File: src/design/ir_pulse_width_capture_macros.svh
// Assertion macros for the IR pulse width capture block.
// Included by the RTL files that carry concurrent assertions; no other dependencies.
`ifndef IR_PULSE_WIDTH_CAPTURE_MACROS_SVH
`define IR_PULSE_WIDTH_CAPTURE_MACROS_SVH

// Check on every rising edge, ignored while reset is high.
`define IRPWC_ASSERT(lbl, prop, msg) \
   lbl: assert property (@(posedge clock) disable iff (reset) prop) else $error(msg);

// Check on every rising edge, reset included.
`define IRPWC_ASSERT_ALWAYS(lbl, prop, msg) \
   lbl: assert property (@(posedge clock) prop) else $error(msg);

`endif

File: src/design/irpwc_pkg.sv
// Types and fixed constants for the IR pulse width capture block.
// No dependencies; used by ir_pulse_width_capture.
package irpwc_pkg;

   typedef enum logic [1:0] {
      PH_IDLE = 2'd0,
      PH_WAIT = 2'd1,
      PH_CAPT = 2'd2,
      PH_DONE = 2'd3
   } phase_type;

   typedef enum logic [1:0] {
      REQ_ARM    = 2'd0,
      REQ_SAMPLE = 2'd1,
      REQ_TICK   = 2'd2,
      REQ_READ   = 2'd3
   } req_kind_type;

   localparam logic RSP_REPORT = 1'b0;
   localparam logic RSP_READ   = 1'b1;

   localparam logic LEVEL_MARK  = 1'b0;
   localparam logic LEVEL_SPACE = 1'b1;

   localparam int unsigned  EDGE_COUNT_W   = 7;
   localparam int unsigned  EDGE_TICKS_W   = 8;
   localparam int unsigned  RUN_W          = 16;
   localparam logic [15:0]  RUN_MAX        = 16'hFFFF;
   localparam logic [7:0]   CLIP_MAX       = 8'd255;
   localparam logic [15:0]  IDLE_END_RESET = 16'd250;
   localparam int unsigned  MIN_EDGES      = 2;

   typedef struct packed {
      logic                    kind;
      logic                    ok;
      logic [EDGE_COUNT_W-1:0] cnt;
      logic                    hit;
   } rsp_type;

endpackage

File: src/design/ir_pulse_width_capture.sv
// IR pulse width capture: top level, run-length store in a synchronous memory.
// Depends on irpwc_pkg and ir_pulse_width_capture_macros.svh.
//
//   channel | dir | handshake               | payload
//   req     | in  | req_tvalid/req_tready   | tuser: req_type; tdata: level, timeout, index
//   rsp     | out | rsp_tvalid/rsp_tready   | tuser: result_kind; tdata: success, count, ticks
//   csr     | in  | csr_wr_en               | csr_wr_data: idle_limit
//
// One item per cycle while req_tready is high. A read result is registered in stage one
// together with the memory read, then in the output register. Reports follow the same path.
// Synchronous reset clears control state; the length store needs no clearing.
// req_tready drops only while both result stages are full and rsp_tready is low.
`include "ir_pulse_width_capture_macros.svh"

module ir_pulse_width_capture #(
   parameter int unsigned MAX_EDGES = 64
) (
   input  logic        clock,
   input  logic        reset,
   input  logic        req_tvalid,
   output logic        req_tready,
   input  logic [1:0]  req_tuser,     // [1:0] req_type
   input  logic [23:0] req_tdata,     // [0] line_level, [16:1] arm_timeout, [22:17] read_index
   output logic        rsp_tvalid,
   input  logic        rsp_tready,
   output logic        rsp_tuser,     // [0] result_kind
   output logic [15:0] rsp_tdata,     // [0] success, [7:1] run_count, [15:8] edge_ticks
   input  logic        csr_wr_en,
   input  logic [15:0] csr_wr_data
);

   localparam int unsigned AW = (MAX_EDGES > 1) ? $clog2(MAX_EDGES) : 1;
   localparam int unsigned CW = $clog2(MAX_EDGES + 1);
   localparam int unsigned XW = CW + 6;

   logic                   req_xfer;
   logic                   in_level;
   logic [15:0]            in_timeout;
   logic [5:0]             in_index;
   irpwc_pkg::req_kind_type in_kind;

   logic [15:0]            idle_end_ff;
   irpwc_pkg::phase_type   phase_ff, phase_in;
   logic [CW-1:0]          stored_ff, stored_in;
   logic                   last_level_ff, last_level_in;
   logic [15:0]            run_ff, run_in;
   logic [15:0]            waited_ff, waited_in;
   logic [15:0]            limit_ff, limit_in;
   logic [CW-1:0]          reported_ff, reported_in;

   logic [7:0]             length_mem [MAX_EDGES];
   logic                   mem_we;
   logic [AW-1:0]          mem_wa;
   logic [7:0]             mem_wd;
   logic                   mem_re;
   logic [AW-1:0]          mem_ra;
   logic [7:0]             mem_rd_ff;

   logic                   s1_valid_ff, s1_valid_in;
   irpwc_pkg::rsp_type     s1_ff, s1_in;
   logic                   s2_load;
   logic                   rsp_valid_ff;
   logic                   rsp_kind_ff;
   logic                   rsp_ok_ff;
   logic [6:0]             rsp_cnt_ff;
   logic [7:0]             rsp_ticks_ff;

   logic [15:0]            run_inc;
   logic [7:0]             run_clip;
   logic [CW-1:0]          cnt_even;
   logic                   rpt_fire;
   logic [XW-1:0]          idx_wide;
   logic                   idx_hit;

   assign in_kind    = irpwc_pkg::req_kind_type'(req_tuser);
   assign in_level   = req_tdata[0];
   assign in_timeout = req_tdata[16:1];
   assign in_index   = req_tdata[22:17];

   assign req_tready = !(s1_valid_ff && rsp_valid_ff && !rsp_tready);
   assign req_xfer   = req_tvalid && req_tready;
   assign s2_load    = s1_valid_ff && (!rsp_valid_ff || rsp_tready);

   assign run_inc  = (run_ff == irpwc_pkg::RUN_MAX) ? run_ff : 16'(run_ff + 16'd1);
   assign run_clip = (run_ff > 16'(irpwc_pkg::CLIP_MAX)) ? irpwc_pkg::CLIP_MAX : run_ff[7:0];
   assign cnt_even = {stored_ff[CW-1:1], 1'b0};
   assign idx_wide = XW'(in_index);
   assign idx_hit  = (idx_wide < XW'(reported_ff)) && (idx_wide < XW'(MAX_EDGES));
   assign mem_ra   = AW'(in_index);

   always_ff @(posedge clock) begin
      if (reset) begin
         idle_end_ff <= irpwc_pkg::IDLE_END_RESET;
      end else if (csr_wr_en) begin
         idle_end_ff <= csr_wr_data;
      end
   end

   always_ff @(posedge clock) begin
      if (reset) begin
         phase_ff      <= irpwc_pkg::PH_IDLE;
         stored_ff     <= '0;
         last_level_ff <= 1'b0;
         run_ff        <= '0;
         waited_ff     <= '0;
         limit_ff      <= '0;
         reported_ff   <= '0;
      end else begin
         phase_ff      <= phase_in;
         stored_ff     <= stored_in;
         last_level_ff <= last_level_in;
         run_ff        <= run_in;
         waited_ff     <= waited_in;
         limit_ff      <= limit_in;
         reported_ff   <= reported_in;
      end
   end

   always_comb begin
      phase_in      = phase_ff;
      stored_in     = stored_ff;
      last_level_in = last_level_ff;
      run_in        = run_ff;
      waited_in     = waited_ff;
      limit_in      = limit_ff;
      reported_in   = reported_ff;
      mem_we        = 1'b0;
      mem_wa        = stored_ff[AW-1:0];
      mem_wd        = run_clip;
      mem_re        = 1'b0;
      rpt_fire      = 1'b0;
      s1_valid_in   = 1'b0;
      s1_in         = '0;
      if (req_xfer) begin
         unique case (in_kind)
            irpwc_pkg::REQ_ARM: begin
               phase_in    = irpwc_pkg::PH_WAIT;
               stored_in   = '0;
               waited_in   = '0;
               limit_in    = in_timeout;
               reported_in = '0;
            end
            irpwc_pkg::REQ_SAMPLE: begin
               if (phase_ff == irpwc_pkg::PH_WAIT) begin
                  if (in_level == irpwc_pkg::LEVEL_MARK) begin
                     phase_in      = irpwc_pkg::PH_CAPT;
                     last_level_in = irpwc_pkg::LEVEL_MARK;
                     run_in        = 16'd1;
                     stored_in     = '0;
                  end
               end else if (phase_ff == irpwc_pkg::PH_CAPT) begin
                  if (in_level != last_level_ff) begin
                     if (stored_ff < CW'(MAX_EDGES)) begin
                        mem_we    = 1'b1;
                        stored_in = CW'(stored_ff + 1'b1);
                     end else begin
                        phase_in = irpwc_pkg::PH_DONE;
                     end
                     last_level_in = in_level;
                     run_in        = 16'd1;
                  end else begin
                     run_in = run_inc;
                     if (in_level == irpwc_pkg::LEVEL_SPACE && run_inc > idle_end_ff) begin
                        phase_in = irpwc_pkg::PH_DONE;
                     end
                  end
               end
            end
            irpwc_pkg::REQ_TICK: begin
               priority if (phase_ff == irpwc_pkg::PH_IDLE) begin
               end else if (phase_ff == irpwc_pkg::PH_DONE) begin
                  rpt_fire    = 1'b1;
                  phase_in    = irpwc_pkg::PH_IDLE;
                  s1_valid_in = 1'b1;
                  s1_in.kind  = irpwc_pkg::RSP_REPORT;
                  if (stored_ff < CW'(irpwc_pkg::MIN_EDGES)) begin
                     reported_in = '0;
                  end else begin
                     reported_in = cnt_even;
                     s1_in.ok    = 1'b1;
                     s1_in.cnt   = irpwc_pkg::EDGE_COUNT_W'(cnt_even);
                  end
               end else if (waited_ff >= limit_ff) begin
                  rpt_fire    = 1'b1;
                  phase_in    = irpwc_pkg::PH_IDLE;
                  reported_in = '0;
                  s1_valid_in = 1'b1;
                  s1_in.kind  = irpwc_pkg::RSP_REPORT;
               end else begin
                  waited_in = 16'(waited_ff + 16'd1);
               end
            end
            irpwc_pkg::REQ_READ: begin
               mem_re      = idx_hit;
               s1_valid_in = 1'b1;
               s1_in.kind  = irpwc_pkg::RSP_READ;
               s1_in.hit   = idx_hit;
            end
            default: begin
            end
         endcase
      end
   end

   always_ff @(posedge clock) begin
      if (mem_we) begin
         length_mem[mem_wa] <= mem_wd;
      end
      if (mem_re) begin
         mem_rd_ff <= length_mem[mem_ra];
      end
   end

   // hold a stalled result in stage one until the output register frees up
   always_ff @(posedge clock) begin
      if (reset) begin
         s1_valid_ff <= 1'b0;
      end else if (req_xfer) begin
         s1_valid_ff <= s1_valid_in;
      end else if (s2_load) begin
         s1_valid_ff <= 1'b0;
      end
   end

   always_ff @(posedge clock) begin
      if (req_xfer) begin
         s1_ff <= s1_in;
      end
   end

   always_ff @(posedge clock) begin
      if (reset) begin
         rsp_valid_ff <= 1'b0;
      end else if (s2_load) begin
         rsp_valid_ff <= 1'b1;
      end else if (rsp_tready) begin
         rsp_valid_ff <= 1'b0;
      end
   end

   always_ff @(posedge clock) begin
      if (s2_load) begin
         rsp_kind_ff  <= s1_ff.kind;
         rsp_ok_ff    <= s1_ff.ok;
         rsp_cnt_ff   <= s1_ff.cnt;
         rsp_ticks_ff <= s1_ff.hit ? mem_rd_ff : 8'd0;
      end
   end

   assign rsp_tvalid = rsp_valid_ff;
   assign rsp_tuser  = rsp_kind_ff;
   assign rsp_tdata  = {rsp_ticks_ff, rsp_cnt_ff, rsp_ok_ff};

   `IRPWC_ASSERT(a_count_bound, (stored_ff <= CW'(MAX_EDGES)), "stored count beyond store depth")
   `IRPWC_ASSERT(a_report_even, (!reported_ff[0]), "reported count is odd")
   `IRPWC_ASSERT(a_stall_blocks, (s1_valid_ff && rsp_valid_ff && !rsp_tready |-> !req_tready), "input taken with both result stages blocked")
   `IRPWC_ASSERT(a_report_idle, (rpt_fire |=> phase_ff == irpwc_pkg::PH_IDLE), "phase not idle after a report")
   `IRPWC_ASSERT_ALWAYS(a_reset_clear, ($past(reset) |-> !s1_valid_ff && !rsp_valid_ff), "result stages not cleared by reset")

endmodule
File: config.mk
export PLATFORM = sky130hd
export DESIGN_NAME = ir_pulse_width_capture
export DESIGN_NICKNAME = d
export VERILOG_FILES = /design/src/design/irpwc_pkg.sv /design/src/design/ir_pulse_width_capture.sv
export VERILOG_INCLUDE_DIRS = /design/src /design/src/design
export SDC_FILE = /design/constraint.sdc
export NUM_CORES = 1
export LEC_CHECK = 0
export CORE_UTILIZATION = 40
export CTS_CLUSTER_DIAMETER = 30
export DETAILED_ROUTE_END_ITERATION = 10
export DONT_BUFFER_PORTS = 1
export GPL_TIMING_DRIVEN = 0
export SLEW_MARGIN = 20
export SYNTH_ARGS = -nofsm -noshare
export SYNTH_HDL_FRONTEND = slang
export SYNTH_SLANG_ARGS = --single-unit
File: constraint.sdc
create_clock -name clock -period 4.02 [get_ports clock]
set_input_delay 0.402 -clock clock [delete_from_list [all_inputs] [get_ports clock]]
set_output_delay 0.402 -clock clock [all_outputs]
set_load 0.03 [all_outputs]
==> reports/qor_table.md <==
| Parameter | Value |
|:---|:---|
| Run status | finished clean |
| Sink count of the clock tree | 627 |
| Launching element of the worst setup path | run_ff[8] |
| WL final | 62.8 mm |
| Unique cell type count in the Yosys netlist | 66 |
| Arrival time of the worst setup path | 4.32 ns |
| Pin count of the biggest net entering global routing | 65 |
| Synthesized-area fraction occupied by ao, oa, aoi and oai cells | 4.29% |
| Final hold viol count | 0 |
| Post-synthesis async set-or-reset flop share | 0% |
| Worst Clk Skew | 0.0196 ns |
| Fraction of the mapped netlist area in adder cells | 2.08% |
| Routability congestion estimate from global placement | 0.858 |
| Top-Level Pins | 66 |
| Final routed wire length divided by cell count | 24.0 microns |
| Highest attainable clock frequency | 265 MHz |
| Y dimension of the die | 256 microns |
| Detailed-route via count | 14527 |
| Flop and latch count out of synthesis | 627 |
| Number of instances in the synthesized netlist | 1511 |
| Count of endpoints failing setup in the final report | 0 |
| Worst slack on hold paths | 0.133 ns |
| Power per standard cell area | 549 nW/um^2 |
| Tightest Hold Check Type | in -> reg |
| Area growth from synthesis to final layout | 21.3% |
| Number of iterations in the first detailed-routing pass | 5 |
| Width of the die | 256 microns |
| Clock root buffer master | sky130_fd_sc_hd__clkbuf_16 |
| Commonest cells in the synthesized netlist | 545 x sky130_fd_sc_hd__edfxtp_1, 160 x sky130_fd_sc_hd__mux4_2, 113 x sky130_fd_sc_hd__nand2_1 |
| Skew-Pair Late Insertion Delay | 0.66 ns |
| Via count of the first global-routing pass | 14558 |
| Fillers | 5206 |
| Crit path time final | 3.78 ns |
| Number of max-cap violations | 0 |
| First-iteration detailed-routing DRC count | 1468 |
| Share of cell area taken by muxes after synthesis | 14.8% |
| Maximum root-to-sink buffer count | 3 |
| Required time of the worst setup path | 4.56 ns |
| Library cell with the largest summed area after synthesis | sky130_fd_sc_hd__edfxtp_1 |
| Area of the placeable core | 63400 sq um |
| Worst Hold Launch | csr_wr_en |
| H-tree depth reported by CTS | 3 |
| Relative slew slack | 24.8% |
| Synth warn | 0 |
| Detailed-placement wirelength estimate | 40.1 mm |
| Residual DRC count | 0 |
| Maximum fanout along the worst path | 8 |
| Area share of xor/xnor cells in the synthesized design | 0.373% |
| Number of CTS-inserted buffers | 116 |
| Floorplan row count | 92 |
| Util after Layout | 49.4% |
| Number of nets produced by synthesis | 1601 |
| Library cell with the highest instance count after synthesis | sky130_fd_sc_hd__edfxtp_1 |
| Transition time of the tightest slew-check pin | 1.12 ns |
| Number of enable flip-flop cells after synthesis | 545 |
| Ratio of cells with drive above 1 in the final layout | 22.8% |
| Top_reg_cell synth | sky130_fd_sc_hd__edfxtp_1 |
| Number of buffers added on ports | 0 |
| Start-to-end type of the worst setup path | reg -> reg |
| Worst setup EP type | register |
| Overall Global Routing Usage | 19.3% |
| Summed instance area of the synthesized netlist | 25800 sq um |
| Clock Pin Slew Worst Setup and Hold Paths | 0.05 ns |
| Wire length of the first global-routing pass | 93.1 mm |
| Per-cell via count in the routed design | 5.56 |
| Mapped Avg Cell Area | 17.1 sq um |
| TritonCTS clock tree | done |
| Type of origin of the critical path | register |
| Combinational family with the most area after synthesis | multiplexers |
| Number of nets in the layout | 1757 |
| Total overflow reported by the global router | 0 |
| Unrepaired setup endpoints after global routing | false |
| Seq/Total Area, Yosys | 69.8% |
| Area of the die | 65600 sq um |
| Number of post-CTS setup repair buffers | 0 |
| Largest vdd supply drop | 0.000399 V |
| Top cell type's share of synthesized area | 63.4% |
| Number of antenna violations at the first check in global routing | 0 |
| Synth area leaders | sky130_fd_sc_hd__edfxtp_1 63%, sky130_fd_sc_hd__mux4_2 14%, sky130_fd_sc_hd__dfxtp_1 6.4%, sky130_fd_sc_hd__ha_1 2.1%, sky130_fd_sc_hd__nand2_1 1.6% |
| P_leak | 0.0106 uW |
| Max-slew violation count | 0 |
| Initial core utilization | 40.7% |
| Antenna Nets Post-Route | 0 |
| Final setup TNS | 0 ns |
| Worst reg2reg startpoint | run_ff[8] |
| Simple-gate share of the synthesized area | 6.58% |
| Final Cycle Share | 94.0% |
## report_power, final
group,internal [uW],switching (uW)
sequential,7020,20.5
clock,6300,3360
combinational,201,288
## final cells by class
| type | instances | area [sq um] | share of cell area [%] |
|---|---|---|---|
| inverter | 46 | 173 | 0.552 |
| tap | 846 | 1060 | 3.38 |
| antenna | 1 | 2.50 | 0.00799 |
| clock buffer | 128 | 2950 | 9.42 |
| buffer | 86 | 365 | 1.17 |
| timing repair buffer | 38 | 399 | 1.28 |
| sequential | 627 | 18000 | 57.5 |
| clock inverter | 90 | 1010 | 3.22 |
| multi-input combinational | 752 | 7340 | 23.4 |
## path summary, 6_finish.rpt
kind	slack [ns]	cells past startpoint	endpoint
setup / recovery	0.24	13	phase_ff[1]
hold / removal	0.13	3	idle_end_ff[0]
setup reg to reg	0.24	13	phase_ff[1]
hold reg to reg	0.43	0	rsp_ok_ff
## metal layers
layer  GRT usage (%)  wire length (microns)  vias up
met1            27.1                  27200     7527
met3            4.04                   4280      122
met5               0                      0        -
met4            5.62                   1600        0
li1                -                      -     6362
met2            30.4                  29600      516
## logic make-up after synthesis
| family | Yosys count |
|---|---|
| mux | 182 |
| other cells | 1 |
| buf+inv | 132 |
| simple gates | 353 |
| flops | 627 |
| compound gates | 162 |
| xor+xnor | 11 |
| fa+ha+maj | 43 |
## flip-flops by register name, summed over array words and instances (netlist names), 2 cells and up
| signal | flops |
|---|---|
| idle_end_ff | 16 |
| length_mem | 512 |
| limit_ff | 16 |
| mem_rd_ff | 8 |
| phase_ff | 2 |
| reported_ff | 6 |
| rsp_cnt_ff | 6 |
| rsp_ticks_ff | 8 |
| run_ff | 16 |
| s1_ff | 9 |
| stored_ff | 7 |
| waited_ff | 16 |
## worst max-delay path, cell delays in order (launching register included)
cell and delay, ns:
sky130_fd_sc_hd__dfxtp_1 0.30, sky130_fd_sc_hd__clkbuf_1 0.33, sky130_fd_sc_hd__and3_1 0.31, sky130_fd_sc_hd__and4_1 0.20, sky130_fd_sc_hd__clkbuf_1 0.25, sky130_fd_sc_hd__nand2_1 0.21
sky130_fd_sc_hd__nand3_1 0.19, sky130_fd_sc_hd__ha_1 0.26, sky130_fd_sc_hd__a211oi_1 0.22, sky130_fd_sc_hd__nor2_1 0.07, sky130_fd_sc_hd__or3_1 0.37, sky130_fd_sc_hd__nor4_1 0.56
sky130_fd_sc_hd__nor3b_2 0.16, sky130_fd_sc_hd__o211a_1 0.23
## through the flow
| stage | worst slack, ns | instances | total power [uW] | instance area (sq um) |
|---|---|---|---|---|
| floorplan | 1.01 | 1511 | 7470 | 25800 |
| finish | 0.240 | 2614 | 17200 | 31300 |
| global placement | 0.115 | 2357 | 7610 | 26900 |
| CTS | 0.169 | 2613 | 17300 | 31300 |
| global route | 0.0643 | 2613 | 17700 | 31300 |
| detailed placement | 0.215 | 2359 | 7620 | 27000 |
## cell usage in the layout, fill, tap and decap left out, drive strengths merged, types with 10 or more instances in the layout
| master | synthesis | final |
|---|---|---|
| edfxtp | 545 | 545 |
| clkbuf | 52 | 180 |
| mux4 | 160 | 160 |
| nand2 | 113 | 113 |
| nor2 | 97 | 97 |
| dfxtp | 82 | 82 |
| inv | 46 | 63 |
| a21oi | 55 | 55 |
| clkinv | 0 | 45 |
| ha | 43 | 43 |
| dlygate4sd3 | 0 | 36 |
| buf | 34 | 36 |
| nand3 | 29 | 29 |
| and2 | 26 | 26 |
| mux2i | 21 | 21 |
| o21ai | 18 | 18 |
| a22oi | 16 | 16 |
| bufinv | 0 | 15 |
| clkinvlp | 0 | 13 |
| nand4 | 11 | 11 |
| o211ai | 10 | 10 |
| a2111o | 10 | 10 |
| or2 | 10 | 10 |
## what timing repair did
item / CTS / global route
hold endpoints to repair: 37 / 0
resized for setup: 0 / 5
endpoints found under the setup margin: 0 / 2
hold buffers: 36 / 0
Note: power is estimated with default switching activity, not from simulation.
